$ cat src/hdl/stt_pkg.sv
// Package for the source text tokenizer: modes, token kinds, result type, helpers.
package stt_pkg;

   localparam int PosBits = 16;
   localparam logic [PosBits-1:0] PosMax = {PosBits{1'b1}};
   localparam int KwChars = 8;
   localparam int LenBits = $clog2(KwChars + 1);

   typedef enum logic [4:0] {
      M_IDLE, M_WORD, M_NUM_A, M_NUM_B, M_DOT, M_SLASH, M_LINE, M_BLOCK,
      M_BLOCK_STAR, M_STRING, M_CH_OPEN, M_CH_ESC, M_CH_BODY, M_BANG, M_EQ,
      M_LT, M_GT, M_BAR, M_AMP
   } mode_type;

   localparam logic [6:0] K_LPAREN = 7'd0, K_RPAREN = 7'd1, K_LBRACE = 7'd2,
      K_RBRACE = 7'd3, K_COMMA = 7'd4, K_DOT = 7'd5, K_MINUS = 7'd6, K_PLUS = 7'd7,
      K_SEMI = 7'd8, K_SLASH = 7'd9, K_STAR = 7'd10, K_QUEST = 7'd11,
      K_COLON = 7'd12, K_PERCENT = 7'd13, K_NOT = 7'd14, K_EQUAL = 7'd15,
      K_GREATER = 7'd16, K_LESS = 7'd17, K_CARET = 7'd18, K_BAND = 7'd19,
      K_BOR = 7'd20, K_TILDE = 7'd21, K_HASH = 7'd22, K_LBRACK = 7'd23,
      K_RBRACK = 7'd24, K_BSLASH = 7'd25, K_NE = 7'd26, K_EQEQ = 7'd27,
      K_GE = 7'd28, K_LE = 7'd29, K_LOR = 7'd31, K_LAND = 7'd32,
      K_IDENT = 7'd33, K_STRING = 7'd34, K_CHAR = 7'd35, K_INT = 7'd36,
      K_FLOAT = 7'd37, K_ERROR = 7'd67, K_COMMENT = 7'd68, K_END = 7'd69;

   typedef struct packed {
      logic [6:0]         kind;
      logic [PosBits-1:0] start;
      logic [PosBits-1:0] length;
      logic [PosBits-1:0] first_line;
      logic [PosBits-1:0] first_col;
      logic [PosBits-1:0] final_line;
      logic [PosBits-1:0] final_col;
   } token_type;

   typedef struct packed {
      logic [PosBits-1:0] offset;
      logic [PosBits-1:0] line;
      logic [PosBits-1:0] col;
   } pos_type;

   function automatic logic [PosBits-1:0] sat_inc(input logic [PosBits-1:0] v);
      return (v == PosMax) ? v : v + 1'b1;
   endfunction

   function automatic pos_type advance(input pos_type p, input logic [7:0] c);
      pos_type r;
      r.offset = sat_inc(p.offset);
      if (c == 8'h0a) begin
         r.line = sat_inc(p.line);
         r.col  = PosBits'(1);
      end else begin
         r.line = p.line;
         r.col  = sat_inc(p.col);
      end
      return r;
   endfunction

   function automatic logic is_alpha(input logic [7:0] c);
      return (c >= "a" && c <= "z") || (c >= "A" && c <= "Z") || c == "_";
   endfunction

   function automatic logic is_digit(input logic [7:0] c);
      return c >= "0" && c <= "9";
   endfunction

endpackage

$ cat src/hdl/stt_keyword.sv
// Keyword lookup on the buffered first bytes of a word.
module stt_keyword (
   input  logic [8*stt_pkg::KwChars-1:0] word,
   input  logic [stt_pkg::PosBits-1:0]   length,
   output logic [6:0]                    kind
);
   import stt_pkg::*;

   logic [63:0] w;

   function automatic logic [63:0] pad(input logic [63:0] s, input int n);
      // byte-reverse a right-aligned string literal into little-endian order
      logic [63:0] r;
      r = '0;
      for (int i = 0; i < 8; i++) begin
         if (i < n) r[8*i +: 8] = s[8*(n-1-i) +: 8];
      end
      return r;
   endfunction

   assign w = 64'(word);

   always_comb begin
      kind = K_IDENT;
      if (length == PosBits'(2)) begin
         if (w == pad("or", 2)) kind = 7'd20;
         else if (w == pad("fn", 2)) kind = 7'd41;
         else if (w == pad("if", 2)) kind = 7'd43;
         else if (w == pad("u8", 2)) kind = 7'd57;
         else if (w == pad("s8", 2)) kind = 7'd61;
      end else if (length == PosBits'(3)) begin
         if (w == pad("and", 3)) kind = 7'd19;
         else if (w == pad("for", 3)) kind = 7'd42;
         else if (w == pad("u16", 3)) kind = 7'd58;
         else if (w == pad("u32", 3)) kind = 7'd59;
         else if (w == pad("u64", 3)) kind = 7'd60;
         else if (w == pad("s16", 3)) kind = 7'd62;
         else if (w == pad("s32", 3)) kind = 7'd63;
         else if (w == pad("s64", 3)) kind = 7'd64;
         else if (w == pad("r32", 3)) kind = 7'd65;
         else if (w == pad("r64", 3)) kind = 7'd66;
      end else if (length == PosBits'(4)) begin
         if (w == pad("else", 4)) kind = 7'd38;
         else if (w == pad("this", 4)) kind = 7'd45;
         else if (w == pad("enum", 4)) kind = 7'd46;
         else if (w == pad("true", 4)) kind = 7'd47;
         else if (w == pad("case", 4)) kind = 7'd53;
         else if (w == pad("void", 4)) kind = 7'd56;
      end else if (length == PosBits'(5)) begin
         if (w == pad("print", 5)) kind = 7'd39;
         else if (w == pad("false", 5)) kind = 7'd40;
         else if (w == pad("while", 5)) kind = 7'd48;
         else if (w == pad("break", 5)) kind = 7'd49;
         else if (w == pad("const", 5)) kind = 7'd51;
      end else if (length == PosBits'(6)) begin
         if (w == pad("return", 6)) kind = 7'd44;
         else if (w == pad("switch", 6)) kind = 7'd52;
         else if (w == pad("struct", 6)) kind = 7'd55;
      end else if (length == PosBits'(7)) begin
         if (w == pad("default", 7)) kind = 7'd54;
      end else if (length == PosBits'(8)) begin
         if (w == pad("continue", 8)) kind = 7'd50;
      end
   end
endmodule

$ cat src/hdl/stt_scan.sv
// Scanner step: state registers and one byte of lexing per accepted word.
module stt_scan (
   input  logic                 clock,
   input  logic                 reset,
   input  logic                 step,
   input  logic [7:0]           character,
   input  logic                 end_of_input,
   output logic [1:0]           count,
   output stt_pkg::token_type   tok0,
   output stt_pkg::token_type   tok1
);
   import stt_pkg::*;

   mode_type mode_ff, mode_in;
   pos_type  cur_ff, cur_in, beg_ff, beg_in;
   logic [63:0] word_ff, word_in;
   logic dot_ff, dot_in;
   logic [6:0] kw_kind;
   logic [PosBits-1:0] cur_len;

   assign cur_len = cur_ff.offset - beg_ff.offset;

   stt_keyword u_kw (.word(word_ff), .length(cur_len), .kind(kw_kind));

   function automatic token_type mk(input logic [6:0] k, input pos_type b,
                                    input pos_type e);
      token_type t;
      t.kind = k; t.start = b.offset; t.length = e.offset - b.offset;
      t.first_line = b.line; t.first_col = b.col;
      t.final_line = e.line; t.final_col = e.col;
      return t;
   endfunction

   always_comb begin
      logic [6:0] pk;
      logic [6:0] single;
      logic term, isblank;
      logic [7:0] c;
      pos_type p;
      pk = K_ERROR; single = K_ERROR; term = 1'b0; isblank = 1'b0; p = '0;
      c = character;
      mode_in = mode_ff; cur_in = cur_ff; beg_in = beg_ff;
      word_in = word_ff; dot_in = dot_ff;
      count = 2'd0; tok0 = '0; tok1 = '0;
      unique case (mode_ff)
         M_WORD:              pk = kw_kind;
         M_NUM_A, M_NUM_B:    pk = dot_ff ? K_FLOAT : K_INT;
         M_DOT:               pk = K_DOT;
         M_SLASH:             pk = K_SLASH;
         M_LINE:              pk = K_COMMENT;
         M_BANG:              pk = K_NOT;
         M_EQ:                pk = K_EQUAL;
         M_LT:                pk = K_LESS;
         M_GT:                pk = K_GREATER;
         M_BAR:               pk = K_BOR;
         M_AMP:               pk = K_BAND;
         default:             pk = K_ERROR;
      endcase
      if (end_of_input || c == 8'd0) begin
         if (mode_ff != M_IDLE) begin
            tok0 = mk(pk, beg_ff, cur_ff);
            tok1 = mk(K_END, cur_ff, cur_ff);
            count = 2'd2;
         end else begin
            tok0 = mk(K_END, cur_ff, cur_ff);
            count = 2'd1;
         end
         mode_in = M_IDLE;
         beg_in = cur_ff;
      end else begin
         p = advance(cur_ff, c);
         unique case (mode_ff)
            M_IDLE: term = 1'b0;
            M_WORD: begin
               if (is_alpha(c) || is_digit(c)) begin
                  // merge into the slot; a saturated offset keeps hitting the same one
                  for (int i = 0; i < KwChars; i++) begin
                     if (cur_len == PosBits'(i)) word_in[8*i +: 8] = word_ff[8*i +: 8] | c;
                  end
                  cur_in = p;
               end else term = 1'b1;
            end
            M_NUM_A: begin
               if (is_digit(c)) cur_in = p;
               else if (c == ".") begin
                  cur_in = p; dot_in = 1'b1; mode_in = M_NUM_B;
               end else term = 1'b1;
            end
            M_NUM_B: begin
               if (is_digit(c)) cur_in = p; else term = 1'b1;
            end
            M_DOT: begin
               if (is_digit(c)) begin
                  cur_in = p; dot_in = 1'b1; mode_in = M_NUM_A;
               end else term = 1'b1;
            end
            M_SLASH: begin
               if (c == "*") begin cur_in = p; mode_in = M_BLOCK; end
               else if (c == "/") begin cur_in = p; mode_in = M_LINE; end
               else term = 1'b1;
            end
            M_LINE: begin
               if (c == 8'h0a) term = 1'b1; else cur_in = p;
            end
            M_BLOCK: begin
               cur_in = p;
               if (c == "*") mode_in = M_BLOCK_STAR;
            end
            M_BLOCK_STAR: begin
               cur_in = p;
               if (c == "/") begin
                  tok0 = mk(K_COMMENT, beg_ff, p); count = 2'd1; mode_in = M_IDLE;
               end else if (c != "*") mode_in = M_BLOCK;
            end
            M_STRING: begin
               cur_in = p;
               if (c == 8'h22) begin
                  tok0 = mk(K_STRING, beg_ff, p); count = 2'd1; mode_in = M_IDLE;
               end
            end
            M_CH_OPEN: begin
               cur_in = p;
               mode_in = (c == 8'h5c) ? M_CH_ESC : M_CH_BODY;
            end
            M_CH_ESC: begin cur_in = p; mode_in = M_CH_BODY; end
            M_CH_BODY: begin
               if (c == 8'h27) begin
                  cur_in = p; tok0 = mk(K_CHAR, beg_ff, p); count = 2'd1;
                  mode_in = M_IDLE;
               end else term = 1'b1;
            end
            M_BANG, M_EQ, M_LT, M_GT, M_BAR, M_AMP: begin
               if ((c == "=" && (mode_ff == M_BANG || mode_ff == M_EQ ||
                                 mode_ff == M_LT || mode_ff == M_GT)) ||
                   (c == "|" && mode_ff == M_BAR) || (c == "&" && mode_ff == M_AMP)) begin
                  cur_in = p; count = 2'd1; mode_in = M_IDLE;
                  unique case (mode_ff)
                     M_BANG:  tok0 = mk(K_NE, beg_ff, p);
                     M_EQ:    tok0 = mk(K_EQEQ, beg_ff, p);
                     M_LT:    tok0 = mk(K_LE, beg_ff, p);
                     M_GT:    tok0 = mk(K_GE, beg_ff, p);
                     M_BAR:   tok0 = mk(K_LOR, beg_ff, p);
                     default: tok0 = mk(K_LAND, beg_ff, p);
                  endcase
               end else term = 1'b1;
            end
            default: term = 1'b0;
         endcase
         // idle scan, either directly or after flushing the pending token
         if (mode_ff == M_IDLE || term) begin
            if (term) begin
               tok0 = mk(pk, beg_ff, cur_ff); count = 2'd1; mode_in = M_IDLE;
            end
            isblank = (c == " " || c == 8'h09 || c == 8'h0d || c == 8'h0a);
            cur_in = p;
            if (!isblank) begin
               beg_in = cur_ff;
               if (is_alpha(c)) begin mode_in = M_WORD; word_in = 64'(c); end
               else if (is_digit(c)) begin mode_in = M_NUM_A; dot_in = 1'b0; end
               else begin
                  unique case (c)
                     ".":   mode_in = M_DOT;
                     "/":   mode_in = M_SLASH;
                     8'h22: mode_in = M_STRING;
                     8'h27: mode_in = M_CH_OPEN;
                     "!":   mode_in = M_BANG;
                     "=":   mode_in = M_EQ;
                     "<":   mode_in = M_LT;
                     ">":   mode_in = M_GT;
                     "|":   mode_in = M_BAR;
                     "&":   mode_in = M_AMP;
                     "(":   single = K_LPAREN;
                     ")":   single = K_RPAREN;
                     "{":   single = K_LBRACE;
                     "}":   single = K_RBRACE;
                     ",":   single = K_COMMA;
                     "-":   single = K_MINUS;
                     "+":   single = K_PLUS;
                     ";":   single = K_SEMI;
                     "*":   single = K_STAR;
                     "?":   single = K_QUEST;
                     ":":   single = K_COLON;
                     "%":   single = K_PERCENT;
                     "^":   single = K_CARET;
                     "~":   single = K_TILDE;
                     "#":   single = K_HASH;
                     "[":   single = K_LBRACK;
                     "]":   single = K_RBRACK;
                     8'h5c: single = K_BSLASH;
                     default: single = K_ERROR;
                  endcase
                  if (mode_in == M_IDLE) begin
                     if (term) begin tok1 = mk(single, cur_ff, p); count = 2'd2; end
                     else begin tok0 = mk(single, cur_ff, p); count = 2'd1; end
                  end
               end
            end
         end
      end
   end

   always_ff @(posedge clock) begin
      if (reset) begin
         mode_ff <= M_IDLE;
         cur_ff  <= '{offset: '0, line: PosBits'(1), col: PosBits'(1)};
         beg_ff  <= '{offset: '0, line: PosBits'(1), col: PosBits'(1)};
         word_ff <= '0;
         dot_ff  <= 1'b0;
      end else if (step) begin
         mode_ff <= mode_in;
         cur_ff  <= cur_in;
         beg_ff  <= beg_in;
         word_ff <= word_in;
         dot_ff  <= dot_in;
      end
   end
endmodule

$ cat src/hdl/source_text_tokenizer_top.sv
// Source text tokenizer: one source byte per ready cycle, up to two tokens out.
//
// Input word (req_): tdata[7:0] = character, tuser = end_of_input.
// A zero byte or end_of_input flushes the pending token and emits the end token.
// Output word (rsp_): tdata packs kind and six 16-bit positions; tlast marks
// the last token caused by one input word.
// Each input byte is scanned in the cycle it is accepted; its tokens sit in a
// two-entry result buffer and appear the next cycle. Throughput is one byte
// per cycle while every byte gives at most one token and the receiver is
// ready; a byte that gives two tokens holds req_tready low while both sit in
// the buffer, which the single output port drains one token at a time.
// When the receiver stalls, the buffer fills and req_tready drops; nothing
// is lost. Reset (synchronous, active high) empties the buffer and returns
// the scanner to between tokens at offset 0, line 1, column 1.
module source_text_tokenizer_top (
   input  logic         clock,
   input  logic         reset,
   input  logic         req_tvalid,
   output logic         req_tready,
   input  logic [7:0]   req_tdata,  // character
   input  logic         req_tuser,  // end_of_input
   output logic         rsp_tvalid,
   input  logic         rsp_tready,
   output logic [103:0] rsp_tdata,  // token_kind, start_offset, token_length,
                                    // first_line, first_column, final_line,
                                    // final_column, zero pad
   output logic         rsp_tlast   // is_last
);
   import stt_pkg::*;

   logic step;
   logic [1:0] count;
   token_type tok0, tok1;
   token_type buf_ff [2];
   token_type buf_in [2];
   logic [1:0] fill_ff, fill_in;
   logic [1:0] last_ff, last_in;
   logic pop;

   assign pop = rsp_tvalid && rsp_tready;
   // accept when the buffer will be empty after this cycle's pop
   assign req_tready = (fill_ff == 2'd0) || (fill_ff == 2'd1 && rsp_tready);
   assign step = req_tvalid && req_tready;

   stt_scan u_scan (
      .clock(clock), .reset(reset), .step(step),
      .character(req_tdata), .end_of_input(req_tuser),
      .count(count), .tok0(tok0), .tok1(tok1));

   always_comb begin
      buf_in = buf_ff; fill_in = fill_ff; last_in = last_ff;
      if (pop) begin
         buf_in[0] = buf_ff[1]; last_in[0] = last_ff[1];
         fill_in = fill_ff - 2'd1;
      end
      if (step) begin
         buf_in[0] = tok0; buf_in[1] = tok1;
         last_in = (count == 2'd2) ? 2'b10 : 2'b01;
         fill_in = count;
      end
   end

   always_ff @(posedge clock) begin
      if (reset) begin
         fill_ff <= '0;
      end else begin
         fill_ff <= fill_in;
      end
      buf_ff  <= buf_in;
      last_ff <= last_in;
   end

   assign rsp_tvalid = fill_ff != 2'd0;
   assign rsp_tlast  = last_ff[0];
   assign rsp_tdata  = {1'b0, buf_ff[0].final_col, buf_ff[0].final_line,
                        buf_ff[0].first_col, buf_ff[0].first_line,
                        buf_ff[0].length, buf_ff[0].start, buf_ff[0].kind};
endmodule
$ cat config.mk
export PLATFORM = sky130hd
export DESIGN_NAME = source_text_tokenizer_top
export DESIGN_NICKNAME = d
export VERILOG_FILES = /design/src/hdl/stt_pkg.sv /design/src/hdl/stt_keyword.sv /design/src/hdl/stt_scan.sv /design/src/hdl/source_text_tokenizer_top.sv
export SDC_FILE = /design/constraint.sdc
export NUM_CORES = 1
export LEC_CHECK = 0
export BUFFER_PORTS_ARGS = -buffer_cell sky130_fd_sc_hd__buf_2
export CORE_AREA = 2 2 225 227
export CTS_CLUSTER_SIZE = 14
export DETAILED_ROUTE_END_ITERATION = 16
export DIE_AREA = 0 0 227 229
export GPL_TIMING_DRIVEN = 1
export PLACE_DENSITY = 0.67
export SYNTH_ARGS = -nofsm -noshare
export SYNTH_HDL_FRONTEND = slang
export SYNTH_HIERARCHICAL = 1
export SYNTH_SLANG_ARGS = --single-unit
export TNS_END_PERCENT = 5
$ cat constraint.sdc
create_clock -name clock -period 5.12 [get_ports clock]
set_input_delay 0.512 -clock clock [delete_from_list [all_inputs] [get_ports clock]]
set_output_delay 0.512 -clock clock [all_outputs]
set_load 0.01 [all_outputs]
== Yosys cells after proc, flatten, opt, wreduce, memory -nomap -nowiden ==
Cells that the tools add are included.
Storage, ports and cells
  register bits after elaboration: 376
  input bits: 13
  output and inout bits: 107
  word-level logic and storage cells: 353
Cells by class
  add/sub/neg operators: 8
  magnitude comparators: 6
  equality and inequality tests: 104
  mux-type cells: 160
  bitwise gates (word level): 9
  reductions and logical operators: 40
Operators by type and width (count)
  2-to-1 mux 103 bit: 20
  2-to-1 mux 48 bit: 13
  == test 64 x 22 -> 1 bit, second input constant: 8
  one-hot mux 102 bit (5 select lines): 1
  one-hot mux 103 bit (4 select lines): 1
  == test 64 x 31 -> 1 bit, second input constant: 6
  one-hot mux 48 bit (8 select lines): 1
  == test 64 x 39 -> 1 bit, second input constant: 5
  2-to-1 mux 64 bit: 5
  2-to-1 mux 5 bit: 43
  2-to-1 mux 206 bit: 1
  2-to-1 mux 102 bit: 2
  == test 64 x 15 -> 1 bit, second input constant: 3
  == test 64 x 47 -> 1 bit, second input constant: 3
  == test 8 x 6 -> 1 bit, second input constant: 21
  == test 64 x 14 -> 1 bit, second input constant: 2
  == test 64 x 23 -> 1 bit, second input constant: 2
  one-hot mux 7 bit (18 select lines): 1
  2-to-1 mux 7 bit: 16
  one-hot mux 5 bit (10 select lines): 2
  one-hot mux 7 bit (11 select lines): 1
  == test 8 x 7 -> 1 bit, second input constant: 9
  == test 16 x 3 -> 1 bit, second input constant: 4
  == test 64 x 55 -> 1 bit, second input constant: 1
  52 further kinds: 156

== Logic depth before layout (Yosys ltp) ==
  depth after elaboration: 27
  mapped depth: 25

== By module ==
Netlist, hierarchy kept.
By module, submodules not included
  stt_scan: times used 1, cells an instance 1694, area each 12540.8 µm²
  source_text_tokenizer_top: times used 1, cells an instance 449, area each 8649.5 µm²
  stt_keyword: times used 1, cells an instance 289, area each 1875.5 µm²

== Least setup slack after synthesis ==
Ideal clock, no wire load.
  path type: register to register
  start point: register fill_ff[0]
  end point: register u_scan/cur_ff[21] in the netlist's numbering
  arrival: 5.106 ns
  data required time: 4.992 ns
  path slack: -0.113 ns
  cell stages (with the launch flop): 17
  path buffers: 4
  period minus slack after synthesis: 5.233 ns
  path through: dfxtp_1 inv_1 ha_1 a21o_4 nand2_2 buf_6 buf_6 inv_1 clkbuf_1 and2_1 clkbuf_1 nand2_1 nor3_1 nor2b_1 and4_1 xnor2_1 nor2_1
Between the ends
  word-level cells in the longest chain between the ends: 5
  elaborated cells on any way between the ends: 6
Ends and longest elaborated chain
  from (decl): line source_text_tokenizer_top.sv:36  | logic [1:0] fill_ff, fill_in;
  from (signal assigned): line source_text_tokenizer_top.sv:67  | fill_ff <= fill_in;
  == test 2 x 1 -> 1 bit: line source_text_tokenizer_top.sv:42  | assign req_tready = (fill_ff == 2'd0) || (fill_ff == 2'd1 && rsp_tready);
  logical AND 1 bit: line source_text_tokenizer_top.sv:42
  logical OR 1 bit *: line source_text_tokenizer_top.sv:42
  via req_tready: line source_text_tokenizer_top.sv:19  | output logic req_tready,
  logical AND 1 bit *: line source_text_tokenizer_top.sv:43  | assign step = req_tvalid && req_tready;
  via step: line source_text_tokenizer_top.sv:31  | logic step;
  AND reduction 10 bit (no line) *
  to (signal assigned): line stt_scan.sv:205  | cur_ff <= '{offset: '0, line: PosBits'(1), col: PosBits'(1)};
  to (signal assigned): line stt_scan.sv:211  | cur_ff <= cur_in;
  to (decl): line stt_scan.sv:15  | pos_type cur_ff, cur_in, beg_ff, beg_in;
The timed path passes the listed nets; every way through them passes the cells marked *.
A chain may end at the register's enable or synchronous reset.

==> summary.txt <==
Logic synthesis
  – Syn. warnings: 6
  – Ys flop type: edfxtp_1
  – Yosys top cell area share: 0.271
  – Post-Syn Nets: 2499
  – Syn Area/Cell: between 9 and 10 um2
  – Cell taking the most area after synthesis: edfxtp_1
  – Synth Instances: 2432
  – Sequential area share after synthesis: 0.417
  – Synth cell types: around 110
  – Top-count cell post-synth: nand2_1
  – Post-synth EDFFs: 208
  – Post-Syn Area: 0.0231 mm2
  – #FFs+latches synth: 376
  – Synth area leaders: edfxtp_1 27%, dfxtp_1 15%, buf_4 3.5%, nand2_1 3.5%, nor2_1 3.4%
  – Top cells by count, synth: 218 x nand2_1, 209 x nor2_1, 208 x edfxtp_1
  – Asr flop ratio synth: 0

Floorplanning
  – Initial Util: 0.464
  – Die H: 229 um
  – Core area: 0.0497 mm2
  – Die area: 0.0520 mm2
  – Row Count: 82
  – I/O Pins: 120
  – Chip Width: roughly 230 um

Timing
  – Final hold vios: 0
  – Tcrit/Tclk final: 0.976
  – Final setup TNS: 0 ns
  – Unrepaired setup endpoints after global routing: yes
  – Minimum clock period: 5.00 ns
  – Fmax: 0.200 GHz
  – Final setup fails: 0
  – Max-slew violation count: 0
  – Skew final: 0.0304 ns
  – Relative slew margins: 0.244
  – Actual slew at the worst max-slew pin: approximately 1.1 ns
  – Setup ws final: around 0.12 ns
  – Hold_ws: 0.297 ns

Drt
  – Antenna Violating Nets Remaining: 0
  – WL/cell: 21.7 um
  – Total number of vias: around 19000
  – Initial DRC count: 1611
  – DR vias/cell: 5.99
  – Drt first pass iters: 5
  – Total wire length: 69100 um
  – Drt drc: 0

Placed design
  – I/O Buffers: between 100 and 150
  – # placed instances: about 3100
  – Pre-CTS setup slack: -0.193 ns
  – Hpwl dp: 48800 um
  – Final Wtd Congestion: 0.932

GRT
  – Total GRT Usage: 0.263
  – First-pass GRT wire length: 107000 um
  – Initial antenna violation count: 2
  – Number of global-route vias before repair: about 18000
  – Total gr overflow: 0
  – Largest net degree at the start of global routing: 70

Layout
  – Share of layout cells above drive strength 1: 0.210
  – Final #Nets: roughly 2500
  – Fin util: 0.516
  – Synth-to-Final Area Change: 11.2%
  – Non-filler instance count after layout: approximately 3200

Power and ir drop
  – Net Switching: about 2.6 mW
  – Sequential power share: 0.429
  – PwrDens: 341 mW/mm2
  – Worst vdd ir: 0.254 mV
  – Logic pwr share: 0.236
  – Sw Ratio: 0.303
  – Clk pwr share: 0.335
  – Internal power: 6.09 mW
  – Leak Pwr: just under 10 nW

CTS
  – Clock latency on the worst-skew pair: around 0.59 ns
  – Clk sink count: 376
  – CTS buffer count: 43
  – Bufs on Longest Clock Path: 3
  – Clk root buf: clkbuf_16
  – Clock slew at reported path FFs: 0.06 ns
  – H-Tree Depth: 2
  – CTS tree: built

Critical path
  – Max FO, Critical Path: 3
  – Worst setup SP type: register
  – Critical setup path kind: register to register
  – WP data required: about 5.5 ns
  – Slowest Stage Delay on Critical Path: 0.41 ns
  – Worst r2r path cells: 26
  – Worst Setup End Kind: register
  – Worst Path Buf+Inv: 5
  – WP data arrival: 5.33 ns
  – Crit-path slowest cell: fa_2
  – Stages on worst setup path: 26
  – Delay-heaviest family, CP: compound AO/OA/AOI/OAI gates

Min path
  – Worst hold stages: 3
  – Hold Crit Class: input pin to register

Job
  – Max cap viols: 0

Outcome
  – Status: completed
==> registers in the layout, indices dropped and copies added, names as in the netlist <==
| signal | cells |
|---|---|
| buf_ff | 103 |
| rsp_tdata | 103 |
| u_scan/beg_ff | 48 |
| last_ff | 2 |
| fill_ff | 2 |
| u_scan/cur_ff | 48 |
| u_scan/dot_ff | 1 |
| u_scan/word_ff | 64 |
| u_scan/mode_ff | 5 |
==> power by group through the flow <==
stage / combinational (mW) / clock [mW] / sequential, mW
finish: 2.06 / 2.93 / 3.75
global placement: 1.95 / 0 / 3.80
detailed placement: 1.98 / 0 / 3.81
CTS: 2.02 / 2.98 / 3.75
floorplan: 1.51 / 0 / 3.77
global route: 2.22 / 3.10 / 3.78
==> cell usage in the layout, fill, tap and decap left out, types with 70 or more instances in the layout <==
cell / count
nand3_1: 70
o21ai_0: 79
edfxtp_1: 208
dfxtp_1: 166
buf_4: 138
a21oi_1: 117
nand2_1: 218
buf_2: 117
nor2_1: 209
and2_1: 77
a22o_1: 70
==> metal layers <==
layer  global-route usage  routed length [um]  up-vias  part of all wire
met5                    0                   0        -                 0
met4               0.0809                2040        0             0.030
met3               0.0461                4800      140             0.069
met2                0.423               31700      712              0.46
met1                0.360               30600     9314              0.44
li1                     -                   -     8916                 -
==> tightest hold or removal path: stages <==
cell     delay (ns)
buf_2          0.16
nand3_1        0.08
a31oi_1        0.07
==> cell families after synthesis <==
family                     Yosys count  share of synthesized area
other                                2                   0.000326
AOI/OAI and AO/OA                  520                      0.154
DFF                                376                      0.417
muxes                              158                     0.0821
and+or+nand+nor                    928                      0.213
xor gates and xnor gates            75                     0.0285
adders and majority gates           54                     0.0303
buffers and inverters              319                     0.0751
==> layout make-up <==
cell class	count	area, um2
diodes	1	2.50
clock buffers	58	1150
clock inverters	20	171
fillers	4618	24000
inverters	62	239
multi-input cells	1737	12000
flip-flops and latches	376	9610
well taps	672	841
repair buffers	257	1650
==> what timing repair did <==
| item | 4_1_cts | 5_1_grt |
|---|---|---|
| pin swaps | 9 | 30 |
| endpoints found under the hold margin | 0 | 0 |
| hold buffers | 0 | 0 |
| setup buffers | 5 | 5 |
| endpoints found under the setup margin | 4 | 9 |
| resized for setup | 13 | 37 |
==> per-stage QoR <==
| step | area (um2) | power [mW] |
|---|---|---|
| 4_1_cts | 25400 | 8.74 |
| 2_1_floorplan | 23100 | 5.28 |
| 6_report | 25600 | 8.74 |
| 5_1_grt | 25600 | 9.09 |
| 3_5_place_dp | 24000 | 5.78 |
| 3_3_place_gp | 24000 | 5.75 |
==> final timing paths <==
check / start / end / slack [ns]
hold reg to reg: u_scan/word_ff[61]$_SDFFE_PP0P_ / u_scan/word_ff[61]$_SDFFE_PP0P_ / 0.46
setup / recovery: u_scan/cur_ff[32]$_SDFFE_PP0P_ / rsp_tdata[1]$_DFFE_PP_ / 0.12
setup reg to reg: u_scan/cur_ff[32]$_SDFFE_PP0P_ / rsp_tdata[1]$_DFFE_PP_ / 0.12
hold / removal: req_tvalid / fill_ff[0]$_SDFFE_PP0P_ / 0.30
(Power assumes the default switching activity.)
